$ cat src/design/fsrm_pkg.sv
`timescale 1ns / 1ps

package fsrm_pkg;

  // Built slot pool size
  localparam int MAX_SLOTS = 8;
  localparam int SlotIdxW  = (MAX_SLOTS > 1) ? $clog2(MAX_SLOTS) : 1;
  localparam int CntW      = $clog2(MAX_SLOTS + 1);

  // Fixed field widths
  localparam int KindW   = 3;
  localparam int SlotW   = 3;
  localparam int StatusW = 3;
  localparam int CfgW    = 4;
  localparam int PendW   = 4;

  localparam logic [CfgW-1:0] SLOT_COUNT_RST = CfgW'(3);

  typedef enum logic [1:0] {
    SS_AVAIL   = 2'd0,
    SS_WRITING = 2'd1,
    SS_PENDING = 2'd2,
    SS_READING = 2'd3
  } slot_state_e;

  typedef enum logic [KindW-1:0] {
    K_ACQUIRE    = 3'd0,
    K_WRITE_DONE = 3'd1,
    K_WRITE_FAIL = 3'd2,
    K_READ_REQ   = 3'd3,
    K_READ_DONE  = 3'd4,
    K_CLEAR      = 3'd5
  } kind_e;

  typedef enum logic [StatusW-1:0] {
    ST_GRANT      = 3'd0,
    ST_GRANT_DROP = 3'd1,
    ST_WAIT       = 3'd2,
    ST_READ_GIVEN = 3'd3,
    ST_NO_FRAME   = 3'd4,
    ST_ACK        = 3'd5
  } status_e;

  typedef enum logic {
    FSM_IDLE = 1'b0,
    FSM_EXEC = 1'b1
  } fsm_state_e;

  // Controller to datapath
  typedef struct packed {
    logic load;    // latch the incoming beat
    logic reduce;  // fold search start below active count
    logic drop;    // discard oldest pending frame
    logic commit;  // finish the event, load result register
  } cmd_t;

  // Datapath to controller
  typedef struct packed {
    logic is_acq;
    logic need_reduce;
    logic found;
    logic queue_empty;
  } sts_t;

endpackage

$ cat src/design/fsrm_if.sv
`timescale 1ns / 1ps

// Event input channel
interface fsrm_evt_if;
  import fsrm_pkg::*;
  logic             valid;
  logic             ready;
  logic [KindW-1:0] kind;
  logic [SlotW-1:0] slot;
  modport source (output valid, kind, slot, input ready);
  modport sink   (input valid, kind, slot, output ready);
endinterface

// Slot count configuration channel
interface fsrm_cfg_if;
  import fsrm_pkg::*;
  logic            valid;
  logic            ready;
  logic [CfgW-1:0] slot_count;
  modport source (output valid, slot_count, input ready);
  modport sink   (input valid, slot_count, output ready);
endinterface

// Result output channel
interface fsrm_res_if;
  import fsrm_pkg::*;
  logic               valid;
  logic               ready;
  logic [StatusW-1:0] status;
  logic [SlotW-1:0]   granted_slot;
  logic [SlotW-1:0]   dropped_slot;
  logic               snapshot_zeroed;
  logic [PendW-1:0]   frames_pending;
  logic               dirty;
  modport source (output valid, status, granted_slot, dropped_slot, snapshot_zeroed,
                  frames_pending, dirty, input ready);
  modport sink   (input valid, status, granted_slot, dropped_slot, snapshot_zeroed,
                  frames_pending, dirty, output ready);
endinterface

$ cat src/design/fsrm_ctrl.sv
`timescale 1ns / 1ps

module fsrm_ctrl (
  input  logic           clk_i,
  input  logic           rst_ni,
  input  logic           evt_valid_i,
  output logic           evt_ready_o,
  input  logic           res_ready_i,
  output logic           res_valid_o,
  input  fsrm_pkg::sts_t sts_i,
  output fsrm_pkg::cmd_t cmd_o
);
  import fsrm_pkg::*;

  fsm_state_e state_q, state_d;
  logic       res_valid_q, res_valid_d;
  logic       out_free;

  assign out_free    = !res_valid_q || res_ready_i;
  assign res_valid_o = res_valid_q;

  // Next state
  always_comb begin
    state_d = state_q;
    unique case (state_q)
      FSM_IDLE: begin
        if (evt_valid_i) state_d = FSM_EXEC;
      end
      FSM_EXEC: begin
        if (cmd_o.commit) state_d = FSM_IDLE;
      end
      default: state_d = FSM_IDLE;
    endcase
  end

  // Outputs and datapath commands
  always_comb begin
    cmd_o       = '0;
    evt_ready_o = 1'b0;
    unique case (state_q)
      FSM_IDLE: begin
        evt_ready_o = 1'b1;
        cmd_o.load  = evt_valid_i;
      end
      FSM_EXEC: begin
        if (sts_i.is_acq && sts_i.need_reduce) begin
          cmd_o.reduce = 1'b1;
        end else if (sts_i.is_acq && !sts_i.found && !sts_i.queue_empty) begin
          cmd_o.drop = 1'b1;
        end else begin
          cmd_o.commit = out_free;
        end
      end
      default: ;
    endcase
  end

  // Result register occupancy
  always_comb begin
    res_valid_d = res_valid_q;
    if (cmd_o.commit)     res_valid_d = 1'b1;
    else if (res_ready_i) res_valid_d = 1'b0;
  end

  always_ff @(posedge clk_i or negedge rst_ni) begin
    if (!rst_ni) begin
      state_q     <= FSM_IDLE;
      res_valid_q <= 1'b0;
    end else begin
      state_q     <= state_d;
      res_valid_q <= res_valid_d;
    end
  end

endmodule

$ cat src/design/fsrm_datapath.sv
`timescale 1ns / 1ps

module fsrm_datapath (
  input  logic                           clk_i,
  input  logic                           rst_ni,
  input  fsrm_pkg::cmd_t                 cmd_i,
  output fsrm_pkg::sts_t                 sts_o,
  input  logic [fsrm_pkg::KindW-1:0]     kind_i,
  input  logic [fsrm_pkg::SlotW-1:0]     slot_i,
  input  logic                           cfg_we_i,
  input  logic [fsrm_pkg::CfgW-1:0]      cfg_slot_count_i,
  output logic [fsrm_pkg::StatusW-1:0]   status_o,
  output logic [fsrm_pkg::SlotW-1:0]     granted_slot_o,
  output logic [fsrm_pkg::SlotW-1:0]     dropped_slot_o,
  output logic                           snapshot_zeroed_o,
  output logic [fsrm_pkg::PendW-1:0]     frames_pending_o,
  output logic                           dirty_o
);
  import fsrm_pkg::*;

  // Slot bookkeeping
  slot_state_e           state_q [MAX_SLOTS];
  slot_state_e           state_d [MAX_SLOTS];
  logic [SlotIdxW-1:0]   queue_q [MAX_SLOTS];
  logic [SlotIdxW-1:0]   head_q, head_d;
  logic [CntW-1:0]       count_q, count_d;
  logic [SlotIdxW-1:0]   wp_q, wp_d;
  logic                  dirty_q, dirty_d;
  logic                  snap_q, snap_d;
  logic [CfgW-1:0]       cfg_q;

  // Current event
  logic [KindW-1:0]      kind_q, kind_d;
  logic [SlotW-1:0]      slot_q, slot_d;
  logic [SlotIdxW-1:0]   start_q, start_d;
  logic                  did_drop_q, did_drop_d;
  logic [SlotIdxW-1:0]   dropped_q, dropped_d;

  // Result register
  status_e               res_status_q, res_status_d;
  logic [SlotW-1:0]      res_granted_q, res_granted_d;
  logic [SlotW-1:0]      res_dropped_q, res_dropped_d;
  logic                  res_zeroed_q, res_zeroed_d;
  logic [PendW-1:0]      res_pending_q;
  logic                  res_dirty_q;

  logic [CntW-1:0]       n_act;
  logic [MAX_SLOTS-1:0]  avail, upper;
  logic [SlotIdxW-1:0]   up_idx, low_idx, pick;
  logic                  found;
  logic [CntW-1:0]       pick_nxt;
  logic [SlotIdxW-1:0]   pop_slot, head_nxt, tail;
  logic [CntW:0]         tail_sum;
  logic [SlotIdxW-1:0]   ev_slot;
  logic                  slot_ok;
  logic                  q_we;

  // Effective slot count, clamped to 1..MAX_SLOTS
  always_comb begin
    if (cfg_q == '0)                  n_act = CntW'(1);
    else if (int'(cfg_q) > MAX_SLOTS) n_act = CntW'(MAX_SLOTS);
    else                              n_act = CntW'(cfg_q);
  end

  // Round-robin search: first free slot at or after start, else first free below it
  always_comb begin
    up_idx  = '0;
    low_idx = '0;
    for (int i = 0; i < MAX_SLOTS; i++) begin
      avail[i] = (state_q[i] == SS_AVAIL) && (CntW'(i) < n_act);
      upper[i] = avail[i] && (SlotIdxW'(i) >= start_q);
    end
    for (int i = MAX_SLOTS - 1; i >= 0; i--) begin
      if (upper[i]) up_idx = SlotIdxW'(i);
      if (avail[i]) low_idx = SlotIdxW'(i);
    end
    found = |avail;
    pick  = (|upper) ? up_idx : low_idx;
  end

  assign pick_nxt = CntW'(pick) + CntW'(1);

  // Ready queue pointers
  assign pop_slot = queue_q[head_q];
  assign head_nxt = (int'(head_q) == MAX_SLOTS - 1) ? '0 : head_q + SlotIdxW'(1);
  assign tail_sum = (CntW + 1)'(head_q) + (CntW + 1)'(count_q);
  assign tail     = (int'(tail_sum) >= MAX_SLOTS)
                  ? SlotIdxW'(tail_sum - (CntW + 1)'(MAX_SLOTS))
                  : SlotIdxW'(tail_sum);

  assign ev_slot = slot_q[SlotIdxW-1:0];
  assign slot_ok = int'(slot_q) < MAX_SLOTS;

  // Status toward the controller
  always_comb begin
    sts_o.is_acq      = (kind_q == K_ACQUIRE);
    sts_o.need_reduce = (CntW'(start_q) >= n_act);
    sts_o.found       = found;
    sts_o.queue_empty = (count_q == '0);
  end

  // Event execution
  always_comb begin
    state_d       = state_q;
    head_d        = head_q;
    count_d       = count_q;
    wp_d          = wp_q;
    dirty_d       = dirty_q;
    snap_d        = snap_q;
    kind_d        = kind_q;
    slot_d        = slot_q;
    start_d       = start_q;
    did_drop_d    = did_drop_q;
    dropped_d     = dropped_q;
    q_we          = 1'b0;
    res_status_d  = ST_ACK;
    res_granted_d = '0;
    res_dropped_d = '0;
    res_zeroed_d  = 1'b0;

    if (cmd_i.load) begin
      kind_d     = kind_i;
      slot_d     = slot_i;
      start_d    = wp_q;
      did_drop_d = 1'b0;
      dropped_d  = '0;
    end

    if (cmd_i.reduce) start_d = start_q - SlotIdxW'(n_act);

    // Drop the oldest pending frame
    if (cmd_i.drop) begin
      state_d[pop_slot] = SS_AVAIL;
      head_d            = head_nxt;
      count_d           = count_q - CntW'(1);
      dirty_d           = (count_q != CntW'(1));
      did_drop_d        = 1'b1;
      dropped_d         = pop_slot;
    end

    if (cmd_i.commit) begin
      unique case (kind_q)
        K_ACQUIRE: begin
          if (found) begin
            state_d[pick] = SS_WRITING;
            wp_d          = (pick_nxt == n_act) ? '0 : SlotIdxW'(pick_nxt);
            res_granted_d = SlotW'(pick);
            if (did_drop_q) begin
              res_status_d  = ST_GRANT_DROP;
              res_dropped_d = SlotW'(dropped_q);
            end else begin
              res_status_d  = ST_GRANT;
            end
          end else begin
            res_status_d = ST_WAIT;
          end
        end
        K_WRITE_DONE: begin
          if (slot_ok && state_q[ev_slot] == SS_WRITING) begin
            state_d[ev_slot] = SS_PENDING;
            dirty_d          = 1'b1;
            if (int'(count_q) < MAX_SLOTS) begin
              q_we    = 1'b1;
              count_d = count_q + CntW'(1);
            end
          end
        end
        K_WRITE_FAIL: begin
          if (slot_ok && state_q[ev_slot] == SS_WRITING) state_d[ev_slot] = SS_AVAIL;
        end
        K_READ_REQ: begin
          res_status_d = ST_NO_FRAME;
          if (!dirty_q && snap_q) begin
            res_status_d = ST_NO_FRAME;
          end else if (count_q == '0) begin
            dirty_d = 1'b0;
            if (!snap_q) begin
              snap_d       = 1'b1;
              res_zeroed_d = 1'b1;
            end
          end else begin
            state_d[pop_slot] = SS_READING;
            head_d            = head_nxt;
            count_d           = count_q - CntW'(1);
            res_granted_d     = SlotW'(pop_slot);
            res_status_d      = ST_READ_GIVEN;
          end
        end
        K_READ_DONE: begin
          if (slot_ok && state_q[ev_slot] == SS_READING) begin
            state_d[ev_slot] = SS_AVAIL;
            snap_d           = 1'b1;
            dirty_d          = (count_q != '0);
          end
        end
        K_CLEAR: begin
          for (int i = 0; i < MAX_SLOTS; i++) state_d[i] = SS_AVAIL;
          head_d  = '0;
          count_d = '0;
          wp_d    = '0;
          snap_d  = 1'b0;
          dirty_d = 1'b1;
        end
        default: res_status_d = ST_ACK;
      endcase
    end
  end

  // Control state
  always_ff @(posedge clk_i or negedge rst_ni) begin
    if (!rst_ni) begin
      for (int i = 0; i < MAX_SLOTS; i++) state_q[i] <= SS_AVAIL;
      head_q     <= '0;
      count_q    <= '0;
      wp_q       <= '0;
      dirty_q    <= 1'b0;
      snap_q     <= 1'b1;
      cfg_q      <= SLOT_COUNT_RST;
      did_drop_q <= 1'b0;
    end else begin
      for (int i = 0; i < MAX_SLOTS; i++) state_q[i] <= state_d[i];
      head_q     <= head_d;
      count_q    <= count_d;
      wp_q       <= wp_d;
      dirty_q    <= dirty_d;
      snap_q     <= snap_d;
      did_drop_q <= did_drop_d;
      if (cfg_we_i) cfg_q <= cfg_slot_count_i;
    end
  end

  // Ready queue storage, appended at the tail
  always_ff @(posedge clk_i) begin
    if (q_we) queue_q[tail] <= ev_slot;
  end

  // Event and result payload
  always_ff @(posedge clk_i) begin
    kind_q    <= kind_d;
    slot_q    <= slot_d;
    start_q   <= start_d;
    dropped_q <= dropped_d;
    if (cmd_i.commit) begin
      res_status_q  <= res_status_d;
      res_granted_q <= res_granted_d;
      res_dropped_q <= res_dropped_d;
      res_zeroed_q  <= res_zeroed_d;
      res_pending_q <= PendW'(count_d);
      res_dirty_q   <= dirty_d;
    end
  end

  assign status_o          = res_status_q;
  assign granted_slot_o    = res_granted_q;
  assign dropped_slot_o    = res_dropped_q;
  assign snapshot_zeroed_o = res_zeroed_q;
  assign frames_pending_o  = res_pending_q;
  assign dirty_o           = res_dirty_q;

endmodule

$ cat src/design/frame_slot_ring_manager_core.sv
`timescale 1ns / 1ps
// Channel  Dir  Handshake          Beat
// evt_i    in   valid/ready        kind, slot
// cfg_i    in   valid/ready (rdy=1) slot_count
// res_o    out  valid/ready        status, granted_slot, dropped_slot, snapshot_zeroed,
//                                  frames_pending, dirty
//
// One event at a time: the beat is latched while idle and finished in the execute state
// once the result register is free. An acquire first folds the search start below the
// slot count, then drops the oldest pending frame while no slot is free and frames wait.
// Reset leaves all slots available, the queue empty and the snapshot valid; no sweep.
// A result waiting on res_o does not block the next beat; only finishing it does.

module frame_slot_ring_manager_core (
  input logic        clk_i,
  input logic        rst_ni,
  fsrm_evt_if.sink   evt_i,
  fsrm_cfg_if.sink   cfg_i,
  fsrm_res_if.source res_o
);
  import fsrm_pkg::*;

  cmd_t cmd;
  sts_t sts;
  logic evt_ready;
  logic res_valid;

  assign cfg_i.ready = 1'b1;
  assign evt_i.ready = evt_ready;
  assign res_o.valid = res_valid;

  fsrm_ctrl u_ctrl (
    .clk_i       (clk_i),
    .rst_ni      (rst_ni),
    .evt_valid_i (evt_i.valid),
    .evt_ready_o (evt_ready),
    .res_ready_i (res_o.ready),
    .res_valid_o (res_valid),
    .sts_i       (sts),
    .cmd_o       (cmd)
  );

  fsrm_datapath u_datapath (
    .clk_i             (clk_i),
    .rst_ni            (rst_ni),
    .cmd_i             (cmd),
    .sts_o             (sts),
    .kind_i            (evt_i.kind),
    .slot_i            (evt_i.slot),
    .cfg_we_i          (cfg_i.valid),
    .cfg_slot_count_i  (cfg_i.slot_count),
    .status_o          (res_o.status),
    .granted_slot_o    (res_o.granted_slot),
    .dropped_slot_o    (res_o.dropped_slot),
    .snapshot_zeroed_o (res_o.snapshot_zeroed),
    .frames_pending_o  (res_o.frames_pending),
    .dirty_o           (res_o.dirty)
  );

  // Only one event in flight
  a_one_in_flight: assert property (@(posedge clk_i) disable iff (!rst_ni)
    evt_i.valid && evt_i.ready |=> !evt_i.ready)
    else $error("event accepted while another is in flight");

  // Queue occupancy never exceeds the pool
  a_pending_bound: assert property (@(posedge clk_i) disable iff (!rst_ni)
    res_o.valid |-> int'(res_o.frames_pending) <= MAX_SLOTS)
    else $error("frames_pending above pool size");

  // Dropped slot reported only with a grant after drop
  a_drop_field: assert property (@(posedge clk_i) disable iff (!rst_ni)
    res_o.valid && (res_o.status != StatusW'(ST_GRANT_DROP)) |-> res_o.dropped_slot == '0)
    else $error("dropped_slot set without a drop");

  // Blank frame only comes with a no-new-frame answer
  a_zeroed_status: assert property (@(posedge clk_i) disable iff (!rst_ni)
    res_o.valid && res_o.snapshot_zeroed |-> res_o.status == StatusW'(ST_NO_FRAME))
    else $error("snapshot_zeroed with wrong status");

endmodule
$ cat src/flat_wrapper.sv
// flat-port wrapper written by rule: the top's interface ports become plain ports
module frame_slot_ring_manager_core_flat import fsrm_pkg::*;
  (clk_i, rst_ni, evt_i_valid, evt_i_kind, evt_i_slot, evt_i_ready, cfg_i_valid, cfg_i_slot_count, cfg_i_ready, res_o_valid, res_o_status, res_o_granted_slot, res_o_dropped_slot, res_o_snapshot_zeroed, res_o_frames_pending, res_o_dirty, res_o_ready);
  fsrm_evt_if evt_i_i ();
  fsrm_cfg_if cfg_i_i ();
  fsrm_res_if res_o_i ();
  input logic clk_i;
  input logic rst_ni;
  input wire logic [$bits(evt_i_i.valid)-1:0] evt_i_valid;
  input wire logic [$bits(evt_i_i.kind)-1:0] evt_i_kind;
  input wire logic [$bits(evt_i_i.slot)-1:0] evt_i_slot;
  output wire logic [$bits(evt_i_i.ready)-1:0] evt_i_ready;
  input wire logic [$bits(cfg_i_i.valid)-1:0] cfg_i_valid;
  input wire logic [$bits(cfg_i_i.slot_count)-1:0] cfg_i_slot_count;
  output wire logic [$bits(cfg_i_i.ready)-1:0] cfg_i_ready;
  output wire logic [$bits(res_o_i.valid)-1:0] res_o_valid;
  output wire logic [$bits(res_o_i.status)-1:0] res_o_status;
  output wire logic [$bits(res_o_i.granted_slot)-1:0] res_o_granted_slot;
  output wire logic [$bits(res_o_i.dropped_slot)-1:0] res_o_dropped_slot;
  output wire logic [$bits(res_o_i.snapshot_zeroed)-1:0] res_o_snapshot_zeroed;
  output wire logic [$bits(res_o_i.frames_pending)-1:0] res_o_frames_pending;
  output wire logic [$bits(res_o_i.dirty)-1:0] res_o_dirty;
  input wire logic [$bits(res_o_i.ready)-1:0] res_o_ready;
  assign evt_i_i.valid = evt_i_valid;
  assign evt_i_i.kind = evt_i_kind;
  assign evt_i_i.slot = evt_i_slot;
  assign evt_i_ready = evt_i_i.ready;
  assign cfg_i_i.valid = cfg_i_valid;
  assign cfg_i_i.slot_count = cfg_i_slot_count;
  assign cfg_i_ready = cfg_i_i.ready;
  assign res_o_valid = res_o_i.valid;
  assign res_o_status = res_o_i.status;
  assign res_o_granted_slot = res_o_i.granted_slot;
  assign res_o_dropped_slot = res_o_i.dropped_slot;
  assign res_o_snapshot_zeroed = res_o_i.snapshot_zeroed;
  assign res_o_frames_pending = res_o_i.frames_pending;
  assign res_o_dirty = res_o_i.dirty;
  assign res_o_i.ready = res_o_ready;
  frame_slot_ring_manager_core u_core (.clk_i(clk_i), .rst_ni(rst_ni), .evt_i(evt_i_i), .cfg_i(cfg_i_i), .res_o(res_o_i));
endmodule
$ cat config.mk
export PLATFORM = sky130hd
export DESIGN_NAME = frame_slot_ring_manager_core_flat
export DESIGN_NICKNAME = d
export VERILOG_FILES = /design/src/design/fsrm_pkg.sv /design/src/design/fsrm_if.sv /design/src/design/fsrm_ctrl.sv /design/src/design/fsrm_datapath.sv /design/src/design/frame_slot_ring_manager_core.sv /design/src/flat_wrapper.sv
export SDC_FILE = /design/constraint.sdc
export NUM_CORES = 1
export LEC_CHECK = 0
export BUFFER_PORTS_ARGS = -buffer_cell sky130_fd_sc_hd__buf_2
export CORE_MARGIN = 4
export CORE_UTILIZATION = 30
export CTS_CLUSTER_DIAMETER = 120
export DETAILED_ROUTE_END_ITERATION = 8
export SETUP_SLACK_MARGIN = 0.15
export SYNTH_ARGS = -nofsm -noshare
export SYNTH_HDL_FRONTEND = slang
export SYNTH_SLANG_ARGS = --single-unit
$ cat constraint.sdc
create_clock -name clk_i -period 9.4 [get_ports clk_i]
set_input_delay 1.41 -clock clk_i [delete_from_list [all_inputs] [get_ports clk_i]]
set_output_delay 1.41 -clock clk_i [all_outputs]
set_load 0.03 [all_outputs]
Yosys cells after proc, flatten, opt, wreduce, memory -nomap -nowiden
Memories as Yosys holds them, arrays and structs flattened.
Index checks and enable logic that the tools add are counted.
- $add $sub $neg: 7
- bitwise operators: 17
- equal/unequal tests: 14
- multiplexer cells: 99
- magnitude comparators: 26
- reduce and logical (&&, ||, !) cells: 51
- operators with widths (operator ; number):
    $mux W16 ; 8
    $mux W3 ; 36
    $pmux W16 S6 ; 1
    $and A16 B16 Y16 ; 2
    $mux W4 ; 8
    $not A16 Y16 ; 2
    $mux W1 ; 28
    $pmux W3 S2 ; 4
    $logic_and A1 B1 Y1 ; 23
    $demux W2 S3 ; 3
    $and A8 B8 Y8 ; 2
    $logic_not A2 Y1 ; 8
    $lt A3 B4 Y1 const A ; 4
    $not A8 Y8 ; 2
    $or A16 B16 Y16 ; 1
    $or A8 B8 Y8 ; 2
    $reduce_or A8 Y1 ; 2
    $ge A3 B3 Y1 const A ; 4
    $ge A4 B4 Y1 const B ; 3
    $lt A4 B1 Y1 const B ; 3
    $mux W2 ; 6
    $not A3 Y4 ; 3
    $pmux W4 S3 ; 1
    $logic_not A4 Y1 ; 2
    other kinds (38) ; 56
- bits in registers: 62
- output and inout port bits: 18
- memories kept: 1
- RAM bits: 24
- memory list (memory ; depth ; width ; read ports ; clocked after Yosys merged registers in ; write ports ; RTL line ; source):
    u_core.u_datapath.queue_q ; 8 ; 3 ; 1 ; 0 ; 1 ; fsrm_datapath.sv:24 ; logic [SlotIdxW-1:0] queue_q [MAX_SLOTS];

Depth between registers and ports, before layout
Gate-level depths: netlist of the first run.
- word-level depth: 25
- depth in mapped cells: 14
- mapped depth without buffers: 13

By module
A second synthesis of the first run with hierarchy kept.
- cells, all modules: 570
- area, all modules: 5556.6 um^2
- by module, submodules not included (module ; cells each ; area each (um^2) ; instances):
    fsrm_datapath ; 551 ; 5392.7 ; 1
    fsrm_ctrl ; 17 ; 152.6 ; 1
    frame_slot_ring_manager_core ; 2 ; 11.3 ; 1

Worst setup path after synthesis of the first run
Ideal clock, no wire load.
- kind: input to register
- start point: in res_o_ready
- end point: mem u_core.u_datapath.queue_q[1][0] (netlist name) (enable)
- buffers on the path: 0
- library setup time: 0.345 ns
- path slack: 6.129 ns
- arrival: 2.926 ns
- stages on the path: 7
- path through: nand2b_1 > nand2_1 > a21oi_1 > o21ai_1 > inv_1 > nand3_1 > nor3_1
- RTL lines (what ; RTL line ; source):
    start: declaration ; flat_wrapper.sv:23 ; input wire logic [$bits(res_o_i.ready)-1:0] res_o_ready;
    end: declaration ; fsrm_datapath.sv:24 ;

==> results of run 1 <==
==> cells in the final DEF (no fill, tap or decap), drive strengths merged, types with 10 or more instances in the layout <==
cell    netlist  final
o21ai        31     31
buf          11     33
a21oi        23     23
a22oi        10     10
dfrtp        32     32
edfxtp       51     51
ha           10     10
nor2         38     38
a31oi        16     16
nor2b        10     10
nor3         17     17
inv          18     19
a21o         13     13
nand2        57     57
and2         13     13
==> metrics by stage <==
step / area [um2] / power, mW / cells / setup WS, ns
after global routing: 5960 / 1.59 / 783 / 5.02
final: 5960 / 1.50 / 783 / 5.32
after CTS: 5960 / 1.50 / 783 / 5.35
after detailed placement: 5680 / 1.16 / 767 / 5.38
after global placement: 5680 / 1.16 / 767 / 5.61
after floorplan: 5360 / 1.01 / 536 / 6.13
==> flip-flops by register name, indices dropped and copies added (netlist names), 4 cells and up <==
register                            count
u_core.u_datapath.count_q               4
u_core.u_datapath.state_q              16
u_core.u_datapath.queue_q              24
u_core.u_datapath.frames_pending_o      4
u_core.u_datapath.cfg_q                 4
==> cell families after synthesis <==
| family | after synthesis | synth area share (%) |
|---|---|---|
| AND/OR/NAND/NOR | 193 | 18.9 |
| XOR/XNOR | 10 | 1.63 |
| AO/OA/AOI/OAI | 170 | 22.1 |
| flip-flops | 86 | 45.0 |
| other | 1 | 0.0699 |
| multiplexers | 19 | 5.55 |
| adder cells (fa/ha/maj) | 12 | 3.08 |
| buffers and inverters | 45 | 3.69 |
==> worst max-delay path by stage <==
stage	end	cells past startpoint
after floorplan	u_core.u_datapath.queue_q[1][0]	7
after global placement	u_core.u_datapath.queue_q[1][0]	12
after detailed placement	u_core.u_datapath.queue_q[1][0]	10
after CTS	u_core.u_datapath.queue_q[1][1]	10
after global routing	u_core.u_datapath.queue_q[1][1]	10
final	u_core.u_datapath.queue_q[1][1]	10
==> synthesized netlist by cell type (7+ instances only) <==
| cell | instances | area (um2) |
|---|---|---|
| nand2_1 | 56 | 210 |
| edfxtp_1 | 51 | 1530 |
| nor2_1 | 38 | 143 |
| dfrtp_1 | 32 | 801 |
| o21ai_0 | 27 | 135 |
| a21oi_1 | 23 | 115 |
| inv_1 | 17 | 63.8 |
| nor3_1 | 17 | 85.1 |
| a31oi_1 | 16 | 100 |
| clkbuf_1 | 16 | 60.1 |
| a21o_1 | 13 | 97.6 |
| and2_1 | 13 | 81.3 |
| a22oi_1 | 10 | 75.1 |
| ha_1 | 10 | 125 |
| nor2b_1 | 10 | 62.6 |
| nand2b_1 | 9 | 56.3 |
| o211ai_1 | 9 | 67.6 |
| buf_2 | 8 | 40.0 |
| mux4_2 | 8 | 180 |
| nand3b_1 | 7 | 52.6 |
| o22ai_1 | 7 | 43.8 |
| xnor2_1 | 7 | 61.3 |
==> cell type report <==
class                           count  share of cell area [%]
Sequential cell                    86                    40.5
Inverter                           18                    1.13
Clock buffer                        9                    3.78
Timing Repair Buffer               33                    2.86
Clock inverter                      7                   0.819
Multi-Input combinational cell    405                    46.2
Tap cell                          225                    4.73
==> power breakdown <==
group / switching [mW] / total (mW) / internal [mW] / leakage (nW)
Sequential: 0.0957 / 0.573 / 0.477 / 0.935
Clock: 0.151 / 0.330 / 0.179 / 0.137
Combinational: 0.375 / 0.598 / 0.223 / 1.13
Total: 0.622 / 1.50 / 0.880 / 2.20
==> worst min-delay path, cell delays in order (launching register included) <==
cell,delay [ns]
dfrtp_1,0.35
nand2_1,0.05
nand2_1,0.05
==> routing by layer <==
| metal | vias to the layer above | share of wire (%) | global-route usage [%] |
|---|---|---|---|
| met5 | - | 0 | 0 |
| met4 | 0 | 2.4 | 4.85 |
| met3 | 32 | 6.9 | 2.19 |
| met2 | 204 | 47 | 23.9 |
| met1 | 2175 | 44 | 20.9 |
| li1 | 2085 | - | - |
==> impl_metrics.toml, run 1 <==
[run_status]
status = "finished clean"

[global_routing]
grt_max_degree = 36
grt_pass1_wl_um = 23800
grt_pass1_vias = 4309
track_usage_pct = 15.0
grt_antenna_before_repair = 0
grt-ovfl-total = 0

[detailed_routing]
first_pass_iters = 6
vias = 4496
drt_iter0_drc = 510
routedWlPerCell_um = 19.2
antenna_left = 0
drc_errors = 0
viasPerCell = 5.74
wirelength_um = 15100

[timing]
max_clock_freq_mhz = 245
timing.final.crit_share_pct = 43.4
clock_skew_ns = 0.00884
hold_viol_final = 0
rsz0062_at_grt = "no"
setup_viol = 0
hold-worst-slack_ns = 0.481
tightest_slew_ns = 0.949
slew_headroom_pct = 36.7
fin_crit_ns = 4.08
maxSlewViolCount = 0
setup_tns_ns = 0

[synthesis]
synth.distinct_cells = 73
avgSynthCellArea_um2 = 10.0
syn_area_um2 = 5360
synth_edf_count = 51
synth_cells = 536
synth_ff_type = "edfxtp_1"
yosysWarnings = 0
synth_seq_cells = 86
syn_nets = 563
synthArstFlopShare_pct = 40.7
synth-seq-area-share_pct = 45.0

[clock_tree]
cts_tree = "yes"
post_cts_resized = 0
cts-root-buf = "clkbuf_16"
clkLatencyLatePin_ns = 0.34
cts_sinks = 86
cts_max_level = 3
cts.reportedPaths.clkPinSlew_ns = 0.07
cts_max_path_buffers = 2
numCtsBuffers = 9
cts_setup_buffers = 0
hold_buffers = 0

[pwr]
p_leak_nw = 2.21
power_per_cell_area_nw_per_um2 = 252
irDropWorstVdd_v = 0.0000958

[hold_path]
min_path_cells = 2
holdPathEnd = "u_core.u_datapath.did_drop_q"
hp-start = "u_core.u_datapath.did_drop_q"
hold_class = "flip-flop to flip-flop"

[critical_path]
rr_startpoint = "u_core.u_datapath.cfg_q[3]"
r2r_end = "u_core.u_datapath.queue_q[1][1]"
path_delay_family = "simple AND/OR/NAND/NOR gates"
crit_buf_inv = 1
critPathMaxStageDelay_ns = 0.64
rr_worst_depth = 10
critPathRequiredTime_ns = 9.39
crit_path_start = "u_core.u_datapath.cfg_q[3]"
crit_chain = "nor2_1, ha_1, fa_1, a21bo_2, a21o_1, a21oi_1, o21ai_1, inv_1, nand3_1, nor3_1"
cp.arrival_ns = 4.06
r2r_slack_ns = 5.32
critical-path-slowest-cell = "inv_1"
path_max_fanout = 21
crit_type = "flip-flop to flip-flop"
crit_path_end_kind = "flip-flop"
cp-start-kind = "flip-flop"

[cells_and_area]
multi_input_area_um2 = 2750
drive_gt1_share_pct = 15.6
ff_latch_area_um2 = 2410
antenna_cells = 0
nets = 580
fillers = 1750
final_core_util_pct = 34.2
syn2layout_area_growth_pct = 11.1

[placement]
dp_hpwl_um = 11100
place.port_buffers = 31
gp_congestion = 0.930

[flow_run]
drv_cap = 0

[die]
initial_core_util_pct = 30.8
die_h_um = 142
die_w_um = 142
num_rows = 48
fp.coreArea_um2 = 17400
ios = 33
die-area_um2 = 20100
Power figures use the tool's default switching activity.
==> inputs of run 2 (changes only) <==
--- a/config.mk
+++ b/config.mk
@@ -5,6 +5,7 @@
 export SDC_FILE = /design/constraint.sdc
 export NUM_CORES = 1
 export LEC_CHECK = 0
+export ABC_AREA = 1
 export BUFFER_PORTS_ARGS = -buffer_cell sky130_fd_sc_hd__buf_2
 export CORE_MARGIN = 4
 export CORE_UTILIZATION = 30
==> constraint.sdc (replaced) <==
create_clock -name clk_i -period 3.4 [get_ports clk_i]
set_input_delay 0.51 -clock clk_i [delete_from_list [all_inputs] [get_ports clk_i]]
set_output_delay 0.51 -clock clk_i [all_outputs]
set_load 0.03 [all_outputs]
==> impl_metrics.toml, run 2 <==
[detailed_routing]
wirelength_um = 15600
drc_errors = 0
vias = 5108
drt_iter0_drc = 421
routedWlPerCell_um = 15.1
first_pass_iters = 5
viasPerCell = 4.95
antenna_left = 0

[flow_run]
drv_cap = 0

[critical_path]
r2r_slack_ns = 0.44
cp-start-kind = "flip-flop"
crit_type = "flip-flop to flip-flop"
crit_path_end_kind = "flip-flop"
cp.arrival_ns = 3.12
critPathRequiredTime_ns = 3.56
path_max_fanout = 6

[synthesis]
avgSynthCellArea_um2 = 7.43
syn_area_um2 = 5580
synth.distinct_cells = 42
synth_seq_cells = 86
synth_ff_type = "edfxtp_1"
synthArstFlopShare_pct = 40.7
syn_nets = 778
synth_cells = 751
synth.area.top_cells = "edfxtp_1 27%, nand2_1 15%, dfrtp_1 14%"
synth_top_cells_by_count = "230 x nand2_1, 93 x nor2_1, 84 x inv_1"
yosys.area.top_type = "edfxtp_1"
yosysWarnings = 0
synth-seq-area-share_pct = 43.2
synth_top_area_share_pct = 27.5
synth_edf_count = 51
synth.most_common_cell = "nand2_1"

[pwr]
clkPwrFrac_pct = 27.1
p_switching_mw = 1.49
p_leak_nw = 2.94
irDropWorstVdd_v = 0.000221
p_int_mw = 2.35
power_frac_seq_pct = 36.1
swShare_pct = 38.7
p_comb_share_pct = 36.8
power_per_cell_area_nw_per_um2 = 600

[hold_path]
hold_class = "input port to asynchronous set/reset pin"

[run_status]
status = "finished clean"

[global_routing]
grt_max_degree = 36
met3_usage_pct = 2.68
met2_usage_pct = 23.7
track_usage_pct = 15.5
grt_pass1_vias = 4687
gr-usage-met1_pct = 21.7
grt-ovfl-total = 0
grt_antenna_before_repair = 0
top_usage_layer = "met2"
grt_pass1_wl_um = 24900

[placement]
place.port_buffers = 31
gp_congestion = 0.888
dp_hpwl_um = 11800

[timing]
timing.final.crit_share_pct = 87.2
setup_viol = 0
fin_crit_ns = 2.96
rsz0062_at_grt = "no"
maxSlewViolCount = 0
max_clock_freq_mhz = 337
setup_tns_ns = 0
slew_headroom_pct = 38.7
tightest_slew_ns = 0.919
hold-worst-slack_ns = 0.301
hold_viol_final = 0
clock_skew_ns = 0.00743

[die]
die_w_um = 144
die-area_um2 = 20800
initial_core_util_pct = 30.7
fp.coreArea_um2 = 18100
die_h_um = 144
num_rows = 49
ios = 33

[cells_and_area]
drive_gt1_share_pct = 14.3
nets = 825
syn2layout_area_growth_pct = 14.7
antenna_cells = 0
biggestRegsByFlops = "u_core.u_datapath.queue_q (24), u_core.u_datapath.state_q (16)"
largest_register_ffs = 24
final_cell_mix = "229 x nand2_1, 93 x nor2_1, 84 x inv_1"
fillers = 1893
final_common_cell = "nand2_1"
top_register = "u_core.u_datapath.queue_q"

[clock_tree]
cts_max_path_buffers = 2
cts-root-buf = "clkbuf_16"
cts_sinks = 86
cts.reportedPaths.clkPinSlew_ns = 0.06
cts_max_level = 3
clkLatencyLatePin_ns = 0.35
numCtsBuffers = 9
cts_tree = "yes"
-- run 2: timing repair --
item	in CTS	in global routing
gates resized for setup	0	7
setup endpoints to repair	0	48
hold buffers	0	0
setup buffers	0	8
-- run 2: final cells by class --
type                    instances  area, um2  share of cell area [%]
multi-input cells             556       2730                    42.6
flip-flops and latches         86       2410                    37.7
inverters                      95        364                    5.69
repair buffers                 50        299                    4.68
well taps                     229        287                    4.48
clock buffers                  12        236                    3.70
clock inverters                 4       72.6                    1.13
-- run 2: logic make-up (layout without fill, tap and decap cells) --
logic type	Yosys count	count (layout)	share of synthesized area (%)
XOR/XNOR	7	7	1.10
flip-flops	86	86	43.2
adder cells (fa/ha/maj)	12	12	2.96
AO/OA/AOI/OAI	117	117	11.7
buffers and inverters	109	161	8.28
AND/OR/NAND/NOR	419	419	32.6
other	1	1	0.0672
-- run 2: final timing paths --
kind                                         startpoint                                     to  cells after the start
hold reg to reg            u_core.u_datapath.did_drop_q           u_core.u_datapath.did_drop_q                      2
setup reg to reg             u_core.u_datapath.cfg_q[1]  u_core.u_datapath.frames_pending_o[3]                     16
min in group clk_i                        evt_i_slot[1]           u_core.u_datapath.ev_slot[1]                      1
hold / removal                                   rst_ni           u_core.u_datapath.state_q[6]                      1
setup / recovery             u_core.u_datapath.cfg_q[1]  u_core.u_datapath.frames_pending_o[3]                     16
max in group asynchronous                        rst_ni           u_core.u_datapath.state_q[8]                      1
-- run 2: through the flow --
step | worst slack (ns) | cell area (um2) | std cells | util (%) | power, mW
after global placement | 0.343 | 6000 | 1008 | 33.1 | 2.77
after detailed placement | 0.226 | 6000 | 1008 | 33.1 | 2.77
final | 0.437 | 6390 | 1032 | 35.2 | 3.84
after floorplan | 0.534 | 5580 | 751 | - | 2.39
after CTS | 0.214 | 6310 | 1024 | 34.8 | 3.82
after global routing | 0.152 | 6390 | 1032 | 35.2 | 4.10
-- run 2: routing by layer --
layer  part of all wire [%]  routed length [um]  vias to the layer above
met3                    6.6                1020                       24
li1                       -                   -                     2540
met4                    2.2                 350                        0
met2                     45                7030                      174
met1                     46                7190                     2370
met5                      0                   0                        -
-- run 2: power by group through the flow --
stage | sequential [mW] | clock, mW | combinational [mW]
final | 1.39 | 1.04 | 1.41
after detailed placement | 1.40 | 0 | 1.37
after floorplan | 1.45 | 0 | 0.932
after CTS | 1.39 | 1.07 | 1.37
after global placement | 1.40 | 0 | 1.37
after global routing | 1.40 | 1.12 | 1.58
-- run 2: critical path, stage by stage, from the launching register on --
cell      delay [ns]
dfstp_2         0.57
inv_1           0.09
nand2_1         0.09
nor2_1          0.06
o21ai_1         0.17
inv_1           0.08
ha_1            0.30
nand2_1         0.07
nand2_1         0.04
a21o_1          0.15
nand3_1         0.10
nand2_2         0.10
inv_2           0.16
nand4_4         0.18
clkbuf_2        0.21
buf_4           0.15
o31ai_2         0.25
==> inputs of run 3 (changes only) <==
--- a/config.mk
+++ b/config.mk
@@ -8,9 +8,10 @@
 export ABC_AREA = 1
 export BUFFER_PORTS_ARGS = -buffer_cell sky130_fd_sc_hd__buf_2
 export CORE_MARGIN = 4
-export CORE_UTILIZATION = 30
+export CORE_UTILIZATION = 33
 export CTS_CLUSTER_DIAMETER = 120
 export DETAILED_ROUTE_END_ITERATION = 8
+export REMOVE_ABC_BUFFERS = 1
 export SETUP_SLACK_MARGIN = 0.15
 export SYNTH_ARGS = -nofsm -noshare
 export SYNTH_HDL_FRONTEND = slang
==> impl_metrics.toml, run 3 (synthesized netlist as in run 2, its figures left out) <==
[timing]
setup_tns_ns = 0
rsz0062_at_grt = "no"
hold_viol_final = 0
fin_crit_ns = 2.97
setup_viol = 0
max_clock_freq_mhz = 337
clock_skew_ns = 0.0117
timing.final.crit_share_pct = 87.3
hold-worst-slack_ns = 0.290
setup_ws_ns = 0.431
tightest_slew_ns = 0.918
maxSlewViolCount = 0
slew_headroom_pct = 38.8

[die]
fp.coreArea_um2 = 16600
initial_core_util_pct = 33.6
die-area_um2 = 19000
num_rows = 47
ios = 33
die_h_um = 138
die_w_um = 138

[detailed_routing]
drt_iter0_drc = 485
drc_errors = 0
viasPerCell = 4.87
routedWlPerCell_um = 14.7
first_pass_iters = 5
wirelength_um = 15000
antenna_left = 0
vias = 4941

[cells_and_area]
antenna_cells = 0
largest_register_ffs = 24
instances_no_fill = 1015
drive_gt1_share_pct = 13.7
final_cell_mix = "229 x nand2_1, 93 x nor2_1, 84 x inv_1"
final_common_cell = "nand2_1"
fin_area_um2 = 6300
biggestRegsByFlops = "u_core.u_datapath.queue_q (24), u_core.u_datapath.state_q (16)"
syn2layout_area_growth_pct = 13.0
final_core_util_pct = 38.0
nets = 817
top_register = "u_core.u_datapath.queue_q"

[clock_tree]
numCtsBuffers = 9
clkLatencyLatePin_ns = 0.36
cts-root-buf = "clkbuf_16"
cts_sinks = 86
cts_max_level = 3
cts_tree = "yes"
cts_max_path_buffers = 2
cts.reportedPaths.clkPinSlew_ns = 0.07

[pwr]
p_comb_share_pct = 36.5
clkPwrFrac_pct = 26.7
p_int_mw = 2.26
swShare_pct = 39.9
p_switching_mw = 1.49
p_leak_nw = 2.89
power_mw = 3.75
irDropWorstVdd_v = 0.000279
power_per_cell_area_nw_per_um2 = 595
power_frac_seq_pct = 36.9

[hold_path]
hold_class = "input port to asynchronous set/reset pin"

[placement]
gp_congestion = 0.919
place.port_buffers = 31
dp_slack_ns = 0.236
dp_hpwl_um = 11400
dpl.cell_count = 998
placed_cell_area_um2 = 5980

[critical_path]
critPathRequiredTime_ns = 3.62
cp-start-kind = "flip-flop"
crit_chain = "inv_1, nand2_1, nor2_1, o21ai_1, inv_1, ha_1, nand2_1, nand2_1, a21o_1, nand3_1, nand2_2, buf_4, nor2_4, buf_4, o21ai_0, o21ai_0, o21ai_0"
path_delay_family = "compound AO/OA/AOI/OAI gates"
path_max_fanout = 18
critPathMaxStageDelay_ns = 0.58
cp.arrival_ns = 3.19
critical-path-slowest-cell = "dfstp_2"
crit_buf_inv = 4
crit_path_end_kind = "flip-flop"
crit_type = "flip-flop to flip-flop"

[flow_run]
drv_cap = 0

[global_routing]
grt_antenna_before_repair = 0
grt_max_degree = 36
track_usage_pct = 16.5
grt-ovfl-total = 0
grt_pass1_wl_um = 24200
grt_pass1_vias = 4776

[run_status]
status = "finished clean"
==> run 3: changes by cell type in the layout (fill, tap and decap cells not counted), sizes merged <==
cell,change
bufinv,-1
inv,+1
clkbuf,-4
buf,-7
clkinv,+3
==> run 3: cell type report <==
| type | instances | area [um2] |
|---|---|---|
| inverters | 95 | 364 |
| fillers | 1779 | 10300 |
| clock inverters | 7 | 72.6 |
| multi-input cells | 556 | 2720 |
| clock buffers | 9 | 225 |
| repair buffers | 42 | 238 |
| well taps | 220 | 275 |
| flip-flops and latches | 86 | 2410 |
==> run 3: per-layer routing <==
layer | global-route usage, % | vias to the layer above | share of wire (%)
li1 | - | 2519 | -
met1 | 23.0 | 2259 | 48
met2 | 24.8 | 137 | 44
met3 | 2.94 | 26 | 5.1
met4 | 7.30 | 0 | 2.6
met5 | 0 | - | 0
==> run 3: worst paths after layout <==
check / from / endpoint / slack (ns) / cells after the start
hold reg to reg: u_core.u_datapath.did_drop_q / u_core.u_datapath.did_drop_q / 0.49 / 2
max in group asynchronous: rst_ni / u_core.u_datapath.head_q[2] / 2.53 / 1
min in group clk_i: evt_i_slot[0] / u_core.u_datapath.ev_slot[0] / 0.33 / 1
hold / removal: rst_ni / u_core.u_datapath.cfg_q[3] / 0.29 / 1
setup / recovery: u_core.u_datapath.cfg_q[1] / u_core.u_datapath.head_q[2] / 0.43 / 17
setup reg to reg: u_core.u_datapath.cfg_q[1] / u_core.u_datapath.head_q[2] / 0.43 / 17
==> run 3: power by group through the flow <==
stage / Clock, mW / Combinational, mW / Sequential (mW)
finish: 1.00 / 1.37 / 1.38
CTS: 1.02 / 1.35 / 1.38
floorplan: 0 / 0.898 / 1.46
detailed placement: 0 / 1.35 / 1.40
global route: 1.06 / 1.55 / 1.40
global placement: 0 / 1.35 / 1.40
==> run 3: what timing repair did <==
action                                  CTS  global route
buffers inserted                          0             1
hold buffers                              0             0
resized for setup                         0             5
endpoints found under the setup margin    0            27
